[src/design/imd_pkg.sv]
// imd_pkg: shared types and constants for the disk image parser
// no dependencies; used by the track fsm, the top level and the testbench
`default_nettype none
package imd_pkg;

	localparam logic [7:0]  HDR_TERM      = 8'h1a;
	localparam logic [13:0] SECTOR_BASE   = 14'h0080;
	localparam int          CYL_MAP_BIT   = 7;
	localparam int          HEAD_MAP_BIT  = 6;
	localparam logic [7:0]  TYPE_ABSENT   = 8'd0;
	localparam logic [7:0]  TYPE_FILL     = 8'd2;
	localparam logic [2:0]  MAX_SIZE_CODE = 3'd6;

	typedef enum logic [3:0] {
		PH_HEADER  = 4'd0,
		PH_MODE    = 4'd1,
		PH_CYL     = 4'd2,
		PH_HEAD    = 4'd3,
		PH_NSEC    = 4'd4,
		PH_SIZE    = 4'd5,
		PH_SECMAP  = 4'd6,
		PH_CYLMAP  = 4'd7,
		PH_HDMAP   = 4'd8,
		PH_SECTYPE = 4'd9,
		PH_FILL    = 4'd10,
		PH_DATA    = 4'd11,
		PH_DONE    = 4'd12
	} phase_t;

	typedef enum logic [3:0] {
		K_HEADER  = 4'd0,
		K_MODE    = 4'd1,
		K_CYL     = 4'd2,
		K_HEAD    = 4'd3,
		K_NSEC    = 4'd4,
		K_SIZE    = 4'd5,
		K_SECMAP  = 4'd6,
		K_CYLMAP  = 4'd7,
		K_HEADMAP = 4'd8,
		K_ABSENT  = 4'd9,
		K_DATA    = 4'd10,
		K_FILL    = 4'd11
	} kind_t;

	typedef struct packed {
		kind_t       kind;
		logic [7:0]  value;
		logic [7:0]  sector_index;
		logic [12:0] byte_index;
		logic [13:0] fill_count;
		logic        last;
	} res_t;

endpackage
`default_nettype wire

[src/design/imd_if.sv]
// channel interfaces: input bytes, results and the configuration write
// depends on nothing but plain logic types
`default_nettype none
interface imd_byte_if;
	logic       valid;
	logic       ready;
	logic [7:0] data_byte;
	modport source (output valid, output data_byte, input ready);
	modport sink (input valid, input data_byte, output ready);
endinterface

interface imd_res_if;
	logic        valid;
	logic        ready;
	logic [3:0]  kind;
	logic [7:0]  value;
	logic [7:0]  sector_index;
	logic [12:0] byte_index;
	logic [13:0] fill_count;
	logic        last;
	modport source (output valid, output kind, output value, output sector_index,
		output byte_index, output fill_count, output last, input ready);
	modport sink (input valid, input kind, input value, input sector_index,
		input byte_index, input fill_count, input last, output ready);
endinterface

interface imd_cfg_if;
	logic valid;
	logic ready;
	logic track_enable;
	modport source (output valid, output track_enable, input ready);
	modport sink (input valid, input track_enable, output ready);
endinterface
`default_nettype wire

[src/design/imd_track_fsm.sv]
// imd_track_fsm: record phase, map flags, counters and one-byte decode
// depends on imd_pkg
`default_nettype none
module imd_track_fsm (
	input  wire logic          clk,
	input  wire logic          arst_n,
	input  wire logic          step,
	input  wire logic [7:0]    data_byte,
	input  wire logic          track_enable,
	output logic               res_valid,
	output imd_pkg::res_t      res
);
	import imd_pkg::*;

	phase_t      phase_q, phase_d;
	logic [1:0]  map_flags_q, map_flags_d;
	logic [7:0]  sector_total_q, sector_total_d;
	logic [2:0]  size_code_q, size_code_d;
	logic [7:0]  entry_cnt_q, entry_cnt_d;
	logic [13:0] byte_cnt_q, byte_cnt_d;

	logic [7:0]  entry_inc;
	logic        entry_end;
	logic [13:0] byte_inc;
	logic [13:0] sec_bytes;
	phase_t      sector_next;
	phase_t      map_next;

	always_ff @(posedge clk or negedge arst_n) begin
		if (!arst_n) begin
			phase_q        <= PH_HEADER;
			map_flags_q    <= '0;
			sector_total_q <= '0;
			size_code_q    <= '0;
			entry_cnt_q    <= '0;
			byte_cnt_q     <= '0;
		end else if (step) begin
			phase_q        <= phase_d;
			map_flags_q    <= map_flags_d;
			sector_total_q <= sector_total_d;
			size_code_q    <= size_code_d;
			entry_cnt_q    <= entry_cnt_d;
			byte_cnt_q     <= byte_cnt_d;
		end
	end

	assign entry_inc   = entry_cnt_q + 8'd1;
	assign entry_end   = entry_inc >= sector_total_q;
	assign byte_inc    = byte_cnt_q + 14'd1;
	assign sec_bytes   = SECTOR_BASE << size_code_q;
	assign sector_next = entry_end ? PH_MODE : PH_SECTYPE;

	always_comb begin
		if (phase_q == PH_SECMAP && map_flags_q[1])
			map_next = PH_CYLMAP;
		else if (phase_q != PH_HDMAP && map_flags_q[0])
			map_next = PH_HDMAP;
		else
			map_next = PH_SECTYPE;
	end

	always_comb begin
		phase_d        = phase_q;
		map_flags_d    = map_flags_q;
		sector_total_d = sector_total_q;
		size_code_d    = size_code_q;
		entry_cnt_d    = entry_cnt_q;
		byte_cnt_d     = byte_cnt_q;
		res_valid      = 1'b1;
		res            = '{kind: K_HEADER, value: data_byte, sector_index: 8'd0,
			byte_index: 13'd0, fill_count: 14'd0, last: 1'b0};
		case (phase_q)
			PH_HEADER: begin
				if (data_byte == HDR_TERM) begin
					res_valid = 1'b0;
					phase_d   = track_enable ? PH_MODE : PH_DONE;
				end
			end
			PH_MODE: begin
				res.kind = K_MODE;
				phase_d  = PH_CYL;
			end
			PH_CYL: begin
				res.kind = K_CYL;
				phase_d  = PH_HEAD;
			end
			PH_HEAD: begin
				res.kind    = K_HEAD;
				map_flags_d = {data_byte[CYL_MAP_BIT], data_byte[HEAD_MAP_BIT]};
				phase_d     = PH_NSEC;
			end
			PH_NSEC: begin
				res.kind       = K_NSEC;
				sector_total_d = data_byte;
				phase_d        = PH_SIZE;
			end
			PH_SIZE: begin
				res.kind    = K_SIZE;
				size_code_d = (data_byte > {5'd0, MAX_SIZE_CODE}) ? MAX_SIZE_CODE
					: data_byte[2:0];
				entry_cnt_d = '0;
				byte_cnt_d  = '0;
				phase_d     = (sector_total_q == 8'd0) ? PH_MODE : PH_SECMAP;
			end
			PH_SECMAP, PH_CYLMAP, PH_HDMAP: begin
				case (phase_q)
					PH_SECMAP: res.kind = K_SECMAP;
					PH_CYLMAP: res.kind = K_CYLMAP;
					default:   res.kind = K_HEADMAP;
				endcase
				res.sector_index = entry_cnt_q;
				entry_cnt_d      = entry_inc;
				if (entry_end) begin
					res.last    = 1'b1;
					entry_cnt_d = '0;
					phase_d     = map_next;
				end
			end
			PH_SECTYPE: begin
				if (data_byte == TYPE_ABSENT) begin
					res.kind         = K_ABSENT;
					res.sector_index = entry_cnt_q;
					res.last         = 1'b1;
					entry_cnt_d      = entry_end ? 8'd0 : entry_inc;
					byte_cnt_d       = '0;
					phase_d          = sector_next;
				end else begin
					res_valid  = 1'b0;
					byte_cnt_d = '0;
					phase_d    = (data_byte == TYPE_FILL) ? PH_FILL : PH_DATA;
				end
			end
			PH_FILL: begin
				res.kind         = K_FILL;
				res.sector_index = entry_cnt_q;
				res.fill_count   = sec_bytes;
				res.last         = 1'b1;
				entry_cnt_d      = entry_end ? 8'd0 : entry_inc;
				byte_cnt_d       = '0;
				phase_d          = sector_next;
			end
			PH_DATA: begin
				res.kind         = K_DATA;
				res.sector_index = entry_cnt_q;
				res.byte_index   = byte_cnt_q[12:0];
				byte_cnt_d       = byte_inc;
				if (byte_inc >= sec_bytes) begin
					res.last    = 1'b1;
					entry_cnt_d = entry_end ? 8'd0 : entry_inc;
					byte_cnt_d  = '0;
					phase_d     = sector_next;
				end
			end
			default: begin
				res_valid = 1'b0;
			end
		endcase
	end

endmodule
`default_nettype wire

[src/design/imd_disk_image_parser_core.sv]
// imd_disk_image_parser_core: top level, input register, track fsm, result register
// depends on imd_pkg, imd_if and imd_track_fsm
// each byte passes the input register and then the result register before its result is offered
// throughput one byte per cycle while results are taken; a byte that yields no result still takes one slot
// the input register frees while a result waits whenever the result register drains
// reset: async active low, fsm back to header phase, track_enable set to 1
`default_nettype none
module imd_disk_image_parser_core (
	input  wire logic clk,
	input  wire logic arst_n,
	imd_byte_if.sink  byte_in,
	imd_res_if.source res_out,
	imd_cfg_if.sink   cfg
);
	import imd_pkg::*;

	logic       track_enable_q;
	logic       valid_s1;
	logic [7:0] data_s1;
	logic       step;
	logic       res_valid;
	res_t       res;
	logic       out_valid_q;
	res_t       out_q;

	assign cfg.ready = 1'b1;

	always_ff @(posedge clk or negedge arst_n) begin
		if (!arst_n)
			track_enable_q <= 1'b1;
		else if (cfg.valid)
			track_enable_q <= cfg.track_enable;
	end

	assign step         = valid_s1 && (!out_valid_q || res_out.ready);
	assign byte_in.ready = !valid_s1 || step;

	always_ff @(posedge clk or negedge arst_n) begin
		if (!arst_n)
			valid_s1 <= 1'b0;
		else if (byte_in.ready)
			valid_s1 <= byte_in.valid;
	end

	always_ff @(posedge clk) begin
		if (byte_in.valid && byte_in.ready)
			data_s1 <= byte_in.data_byte;
	end

	imd_track_fsm u_fsm (
		.clk          (clk),
		.arst_n       (arst_n),
		.step         (step),
		.data_byte    (data_s1),
		.track_enable (track_enable_q),
		.res_valid    (res_valid),
		.res          (res)
	);

	always_ff @(posedge clk or negedge arst_n) begin
		if (!arst_n)
			out_valid_q <= 1'b0;
		else if (step)
			out_valid_q <= res_valid;
		else if (res_out.ready)
			out_valid_q <= 1'b0;
	end

	always_ff @(posedge clk) begin
		if (step && res_valid)
			out_q <= res;
	end

	assign res_out.valid        = out_valid_q;
	assign res_out.kind         = out_q.kind;
	assign res_out.value        = out_q.value;
	assign res_out.sector_index = out_q.sector_index;
	assign res_out.byte_index   = out_q.byte_index;
	assign res_out.fill_count   = out_q.fill_count;
	assign res_out.last         = out_q.last;

endmodule
`default_nettype wire

[src/flat_wrapper.sv]
// flat-port wrapper written by rule: the top's interface ports become plain ports
module imd_disk_image_parser_core_flat import imd_pkg::*;
  (clk, arst_n, byte_in_valid, byte_in_data_byte, byte_in_ready, res_out_valid, res_out_kind, res_out_value, res_out_sector_index, res_out_byte_index, res_out_fill_count, res_out_last, res_out_ready, cfg_valid, cfg_track_enable, cfg_ready);
  imd_byte_if byte_in_i ();
  imd_res_if res_out_i ();
  imd_cfg_if cfg_i ();
  input  wire logic clk;
  input  wire logic arst_n;
  input wire logic [$bits(byte_in_i.valid)-1:0] byte_in_valid;
  input wire logic [$bits(byte_in_i.data_byte)-1:0] byte_in_data_byte;
  output wire logic [$bits(byte_in_i.ready)-1:0] byte_in_ready;
  output wire logic [$bits(res_out_i.valid)-1:0] res_out_valid;
  output wire logic [$bits(res_out_i.kind)-1:0] res_out_kind;
  output wire logic [$bits(res_out_i.value)-1:0] res_out_value;
  output wire logic [$bits(res_out_i.sector_index)-1:0] res_out_sector_index;
  output wire logic [$bits(res_out_i.byte_index)-1:0] res_out_byte_index;
  output wire logic [$bits(res_out_i.fill_count)-1:0] res_out_fill_count;
  output wire logic [$bits(res_out_i.last)-1:0] res_out_last;
  input wire logic [$bits(res_out_i.ready)-1:0] res_out_ready;
  input wire logic [$bits(cfg_i.valid)-1:0] cfg_valid;
  input wire logic [$bits(cfg_i.track_enable)-1:0] cfg_track_enable;
  output wire logic [$bits(cfg_i.ready)-1:0] cfg_ready;
  assign byte_in_i.valid = byte_in_valid;
  assign byte_in_i.data_byte = byte_in_data_byte;
  assign byte_in_ready = byte_in_i.ready;
  assign res_out_valid = res_out_i.valid;
  assign res_out_kind = res_out_i.kind;
  assign res_out_value = res_out_i.value;
  assign res_out_sector_index = res_out_i.sector_index;
  assign res_out_byte_index = res_out_i.byte_index;
  assign res_out_fill_count = res_out_i.fill_count;
  assign res_out_last = res_out_i.last;
  assign res_out_i.ready = res_out_ready;
  assign cfg_i.valid = cfg_valid;
  assign cfg_i.track_enable = cfg_track_enable;
  assign cfg_ready = cfg_i.ready;
  imd_disk_image_parser_core u_core (.clk(clk), .arst_n(arst_n), .byte_in(byte_in_i), .res_out(res_out_i), .cfg(cfg_i));
endmodule
[config.mk]
export PLATFORM = sky130hd
export DESIGN_NAME = imd_disk_image_parser_core_flat
export DESIGN_NICKNAME = d
export VERILOG_FILES = /design/src/design/imd_pkg.sv /design/src/design/imd_if.sv /design/src/design/imd_track_fsm.sv /design/src/design/imd_disk_image_parser_core.sv /design/src/flat_wrapper.sv
export SDC_FILE = /design/constraint.sdc
export NUM_CORES = 1
export LEC_CHECK = 0
export BUFFER_PORTS_ARGS = -buffer_cell sky130_fd_sc_hd__buf_2
export CORE_MARGIN = 8
export CORE_UTILIZATION = 35
export DETAILED_ROUTE_END_ITERATION = 10
export GPL_ROUTABILITY_DRIVEN = 1
export SETUP_SLACK_MARGIN = 0.3
export SLEW_MARGIN = 20
export SYNTH_ARGS = -nofsm -noshare
export SYNTH_HDL_FRONTEND = slang
export SYNTH_SLANG_ARGS = --single-unit
[constraint.sdc]
create_clock -name clk -period 3.3 [get_ports clk]
set_input_delay 0.33 -clock clk [delete_from_list [all_inputs] [get_ports clk]]
set_output_delay 0.33 -clock clk [all_outputs]
set_load 0.01 [all_outputs]
# After elaboration in Yosys (flattened, before gate mapping)
# Cells that the tools add are included.
[word_totals]
register_bits = 98
latchBits = 0
mem_bits_rw = 0
rom_bits = 0
inputBits = 14
mem_count = 0
[op_classes]
add_sub_neg = 2
mul = 0
div = 0
order_cmp = 3
n_eq_ne = 18
n_shift = 1
n_mux = 31
bitwise = 0
n_reduce_logical = 27
[ops]
columns = ["operator", "count"]
rows = [
  ["one-hot mux 4 bit (10 select lines)", 1],
  ["one-hot mux 4 bit (9 select lines)", 1],
  ["2-to-1 mux 4 bit", 8],
  ["2-to-1 mux 8 bit", 4],
  ["one-hot mux 8 bit (4 select lines)", 1],
  ["one-hot mux 14 bit (2 select lines)", 1],
  ["equality test 4 x 3 -> 1 bit, second input constant", 4],
  ["equality test 4 bit, second input constant", 4],
  ["zero test 8 bit", 2],
  ["one-hot mux 8 bit (2 select lines)", 1],
  ["adder 14 x 1 -> 14 bit, second input constant", 1],
  [">= comparator 14 bit", 1],
  ["2-to-1 mux 14 bit", 1],
  ["<< shifter 8 x 3 -> 14 bit, first input constant", 1],
  ["nonzero test 10 bit", 1],
  ["OR reduction 10 bit", 1],
  ["adder 8 x 1 -> 8 bit, second input constant", 1],
  ["equality test 4 x 2 -> 1 bit, second input constant", 2],
  ["equality test 8 x 2 -> 1 bit, second input constant", 1],
  ["equality test 8 x 5 -> 1 bit, second input constant", 1],
  [">= comparator 8 bit", 1],
  ["greater-than comparator 8 x 3 -> 1 bit, second input constant", 1],
  ["2-to-1 mux 1 bit", 8],
  ["inequality test 2 bit, second input constant", 4],
  ["other kinds (18)", 30],
]

# Longest topological paths before layout
[logic_depth]
depth_word = 6
ltp_mapped = 14
mapped_depth_nobuf = 13

# Modules after synthesis
# A second synthesis with hierarchy kept.
[unflattened]
hier_cells = 450
hier_area_um2 = 5033.6
[by_module_without_submodules]
columns = ["module", "instances", "cells_per_inst", "area_per_inst_um2"]
rows = [
  ["imd_track_fsm", 1, 380, 3191.8],
  ["imd_disk_image_parser_core", 1, 70, 1841.8],
]

# Least setup slack after synthesis
# OpenSTA, ideal clock, no wires.
[synth_path]
path_kind = "register to register"
startpoint = "reg u_core.u_fsm.byte_cnt_q[0]"
endpoint = "reg u_core.u_fsm.phase_q[1]"
setup_ns = 0.118
arrival_time_ns = 2.949
required_ns = 3.182
setup_slack_ns = 0.233
path_stages_with_launch = 14
n_path_buf = 0
period_less_slack_ns = 3.067
cell_sequence = "dfrtp_1 ha_1 nand3_1 nor2_1 nand3_1 nor2_1 xor2_1 ha_1 a21oi_1 o21ai_0 nor3_1 a2111o_1 o31a_1 a21o_1"
[synth_via]
elab_chain_cells = 4
[synth_lines]
columns = ["item", "line_no", "text"]
rows = [
  ["start: declaration", "imd_track_fsm.sv:20", "logic [13:0] byte_cnt_q, byte_cnt_d;"],
  ["start signal: assignment", "imd_track_fsm.sv:43", "byte_cnt_q <= byte_cnt_d;"],
  ["adder 14 x 1 -> 14 bit", "imd_track_fsm.sv:49", "assign byte_inc = byte_cnt_q + 14'd1;"],
  [">= comparator 14 bit", "imd_track_fsm.sv:147", "if (byte_inc >= sec_bytes) begin"],
  ["inequality test 2 bit (no source line)", "-", ""],
  ["AND reduction 5 bit (no source line)", "-", ""],
  ["end signal: assignment", "imd_track_fsm.sv:38", "phase_q <= phase_d;"],
  ["end: declaration", "imd_track_fsm.sv:15", "phase_t phase_q, phase_d;"],
]
# No other way between the ends.
# A chain may end at the register's enable or synchronous reset.

# Worst setup path in the final report
[layout_path]
startpoint = "reg u_core.u_fsm.byte_cnt_q[1]"
endpoint = "reg u_core.u_fsm.phase_q[1]"
# The elaborated chain is that of the path after synthesis.

==> flow_summary.toml <==
[clock_tree]
clk_path_buf_depth = 2
h-tree-depth = 3
hold_buffers = 0
cts-root-buf = "clkbuf_16"
cts_tree = "built"
path_clk_slew_ps = 70
cts_sinks = 91
numCtsBuffers = 9
clk_latency_ps = 340

[floorplan]
die_area_sq_um = 17000
start_util_pct = 35.2
fp-row-count = 42
io_pins = 65
chipWidth_microns = 130
core_sq_um = 13000
die_h_microns = 130

[final_layout]
drive_gt1_share_pct = 30.5
finalNetCount = 515
area_growth_pct = 22.7
final_common_cell = "buf_2"
final_cells = 665
diodes = 0
fill_cells = 1270
final_cell_mix = "buf_2, edfxtp_1, nand2_1"

[outcome]
status = "finished, violations left"
violations = "hold timing"

[setup_path]
critPathRequiredTime_ps = 3530
arrival_ps = 3140
worstPathMaxFanout = 6
start_kind = "flip-flop"
crit_type = "reg -> reg"
endpoint_kind = "flip-flop"

[timing]
period_minus_slack_ps = 2910
slew_headroom_pct = 54.9
slew_viol_final = 0
setup-violations-final = 0
fin_crit_sh_pct = 88.2
hold_viol = 24
fmax_ghz = 0.343
hold_slack_ps = -18.5
fin_tns_setup_ps = 0
clock_skew_ps = 6.75
max_slew.worst_pin.slew_ps = 675
rsz0062_at_grt = "true"

[placed_design]
port_buffers = 56
dp.cells = 634
place.gp.congestion = 0.877
place_hpwl_microns = 7050

[routing]
viasPerCell = 5.02
ant_nets = 0
drc_errors = 0
drtIter0Drc = 221
num_vias = 3341
wl_per_cell_microns = 15.2
drt_first_pass_iters = 4
routed_wl_microns = 10100

[yosys]
yosys-top-cells-area = "edfxtp_1, dfrtp_1, ha_1"
synthFlopType = "edfxtp_1"
synth_area_sq_um = 4590
synth_top_area_share_pct = 32.1
synthCells = 415
synth-edff-count = 49
syn_area_per_cell_sq_um = 11.1
yosys.cell_types.count = 61
ys_seq_area_share_pct = 55.0
yosysWarnings = 0
synthArstFlopShare_pct = 46.2
synth_seq_cells = 91
yosys.area.top_type = "edfxtp_1"

[power_and_ir_drop]
vdd_drop_max_mv = 0.294
power_density_nw_per_um2 = 732
p_leak_nw = 2.36
power.total_mw = 4.12

[global_route]
grt-ovfl-total = 0
grt_pass1_vias = 3249
grt_max_degree = 43
grt_antenna_before_repair = 0
grt_use_total_pct = 11.9
grt_pass1_wl_microns = 16000

[hold_path]
hp-class = "in -> async"

[job]
drv_cap = 0
## registers in the layout, indices dropped and copies added, names as in the netlist
| register | flops |
|---|---|
| u_core.u_fsm.byte_cnt_q | 14 |
| u_core.res_out.byte_index | 13 |
| u_core.data_s1 | 8 |
| u_core.res_out.sector_index | 8 |
| u_core.res_out.value | 8 |
| u_core.u_fsm.entry_cnt_q | 8 |
| u_core.u_fsm.sector_total_q | 8 |
| u_core.res_out.fill_count | 7 |
| u_core.res_out.kind | 4 |
| u_core.u_fsm.phase_q | 4 |
| u_core.u_fsm.size_code_q | 3 |
| u_core.u_fsm.map_flags_q | 2 |
| u_core.res_out.last | 1 |
| u_core.res_out.valid | 1 |
| u_core.track_enable_q | 1 |
| u_core.valid_s1 | 1 |
## through the flow
step / hold slack [ps] / worst slack, ps / cell area, sq um / util (%)
6_report: -18.5 / 389 / 5630 / 43.2
3_5_place_dp: 501 / 39.4 / 5020 / 38.5
5_1_grt: 17.8 / 242 / 5630 / 43.2
2_1_floorplan: 34.4 / 354 / 4620 / -
4_1_cts: 147 / 305 / 5360 / 41.1
3_3_place_gp: 502 / 174 / 5020 / 38.5
## where the power goes
part / switching (mW) / internal, mW
clock network: 0.461 / 0.530
logic: 0.785 / 0.534
registers: 0.267 / 1.54
## timing repair
item,in CTS,in global routing
buffers inserted,1,13
cloned,1,0
pin swaps,5,16
gates resized for setup,10,36
endpoints found under the setup margin,23,26
## layer usage
metal / GRT usage (%) / share of wire, % / vias to the layer above
met5: 0 / 0 / -
met4: 5.06 / 1.4 / 0
met3: 2.80 / 4.9 / 10
met2: 18.7 / 46 / 77
met1: 15.5 / 47 / 1619
li1: - / - / 1635
## final timing paths
kind	start	to	slack, ps	depth (start not counted)
min in group clk	byte_in_data_byte[2]	u_core.data_s1[2]$_DFFE_PP_	160	1
hold reg to reg	u_core.u_fsm.map_flags_q[0]$_DFFE_PN0P_	u_core.u_fsm.map_flags_q[0]$_DFFE_PN0P_	510	1
setup reg to reg	u_core.u_fsm.byte_cnt_q[1]$_DFFE_PN0P_	u_core.u_fsm.phase_q[1]$_DFFE_PN0P_	390	11
hold / removal	arst_n	u_core.u_fsm.sector_total_q[5]$_DFFE_PN0P_	-20	1
setup / recovery	u_core.u_fsm.byte_cnt_q[1]$_DFFE_PN0P_	u_core.u_fsm.phase_q[1]$_DFFE_PN0P_	390	11
max in group asynchronous	arst_n	u_core.u_fsm.byte_cnt_q[0]$_DFFE_PN0P_	2890	1
## layout make-up
type                            count  area, sq um  share of cell area, %
Inverter                           13         48.8                  0.867
Timing Repair Buffer               75          429                   7.63
Multi-Input combinational cell    294         2100                   37.4
Clock buffer                        9          225                   4.00
Sequential cell                    91         2530                   45.0
Clock inverter                      7         66.3                   1.18
Tap cell                          176          220                   3.91
## kinds of logic (layout without fill, tap and decap cells)
logic type | Yosys count | count (layout) | synth area share, %
and+or+nand+nor | 163 | 164 | 18.8
DFF | 91 | 91 | 55.0
AOI/OAI and AO/OA | 81 | 81 | 12.1
buffers and inverters | 37 | 104 | 4.12
adders and majority gates | 17 | 17 | 4.64
muxes | 13 | 13 | 3.14
xor gates and xnor gates | 11 | 11 | 2.10
other | 2 | 8 | 0.164
## Yosys cell counts (8+ instances only)
cell type,count
a21oi_1,9
and2_1,25
buf_4,8
clkbuf_1,12
dfrtp_1,41
edfxtp_1,49
ha_1,17
inv_1,13
mux2_2,11
nand2_1,38
nand2b_1,11
nand3_1,15
nor2_1,29
o21ai_0,20
o31ai_1,11
## critical path, stage by stage, from the launching register on
cell	delay, ps
dfrtp_2	430
nand3_4	110
nor3_4	330
nand3_2	160
xnor2_2	180
ha_1	300
o211ai_1	110
a21oi_2	220
nor3_2	70
a2111o_1	460
o31a_1	280
a21o_1	150
No activity file was read; power rests on OpenSTA's default activity.
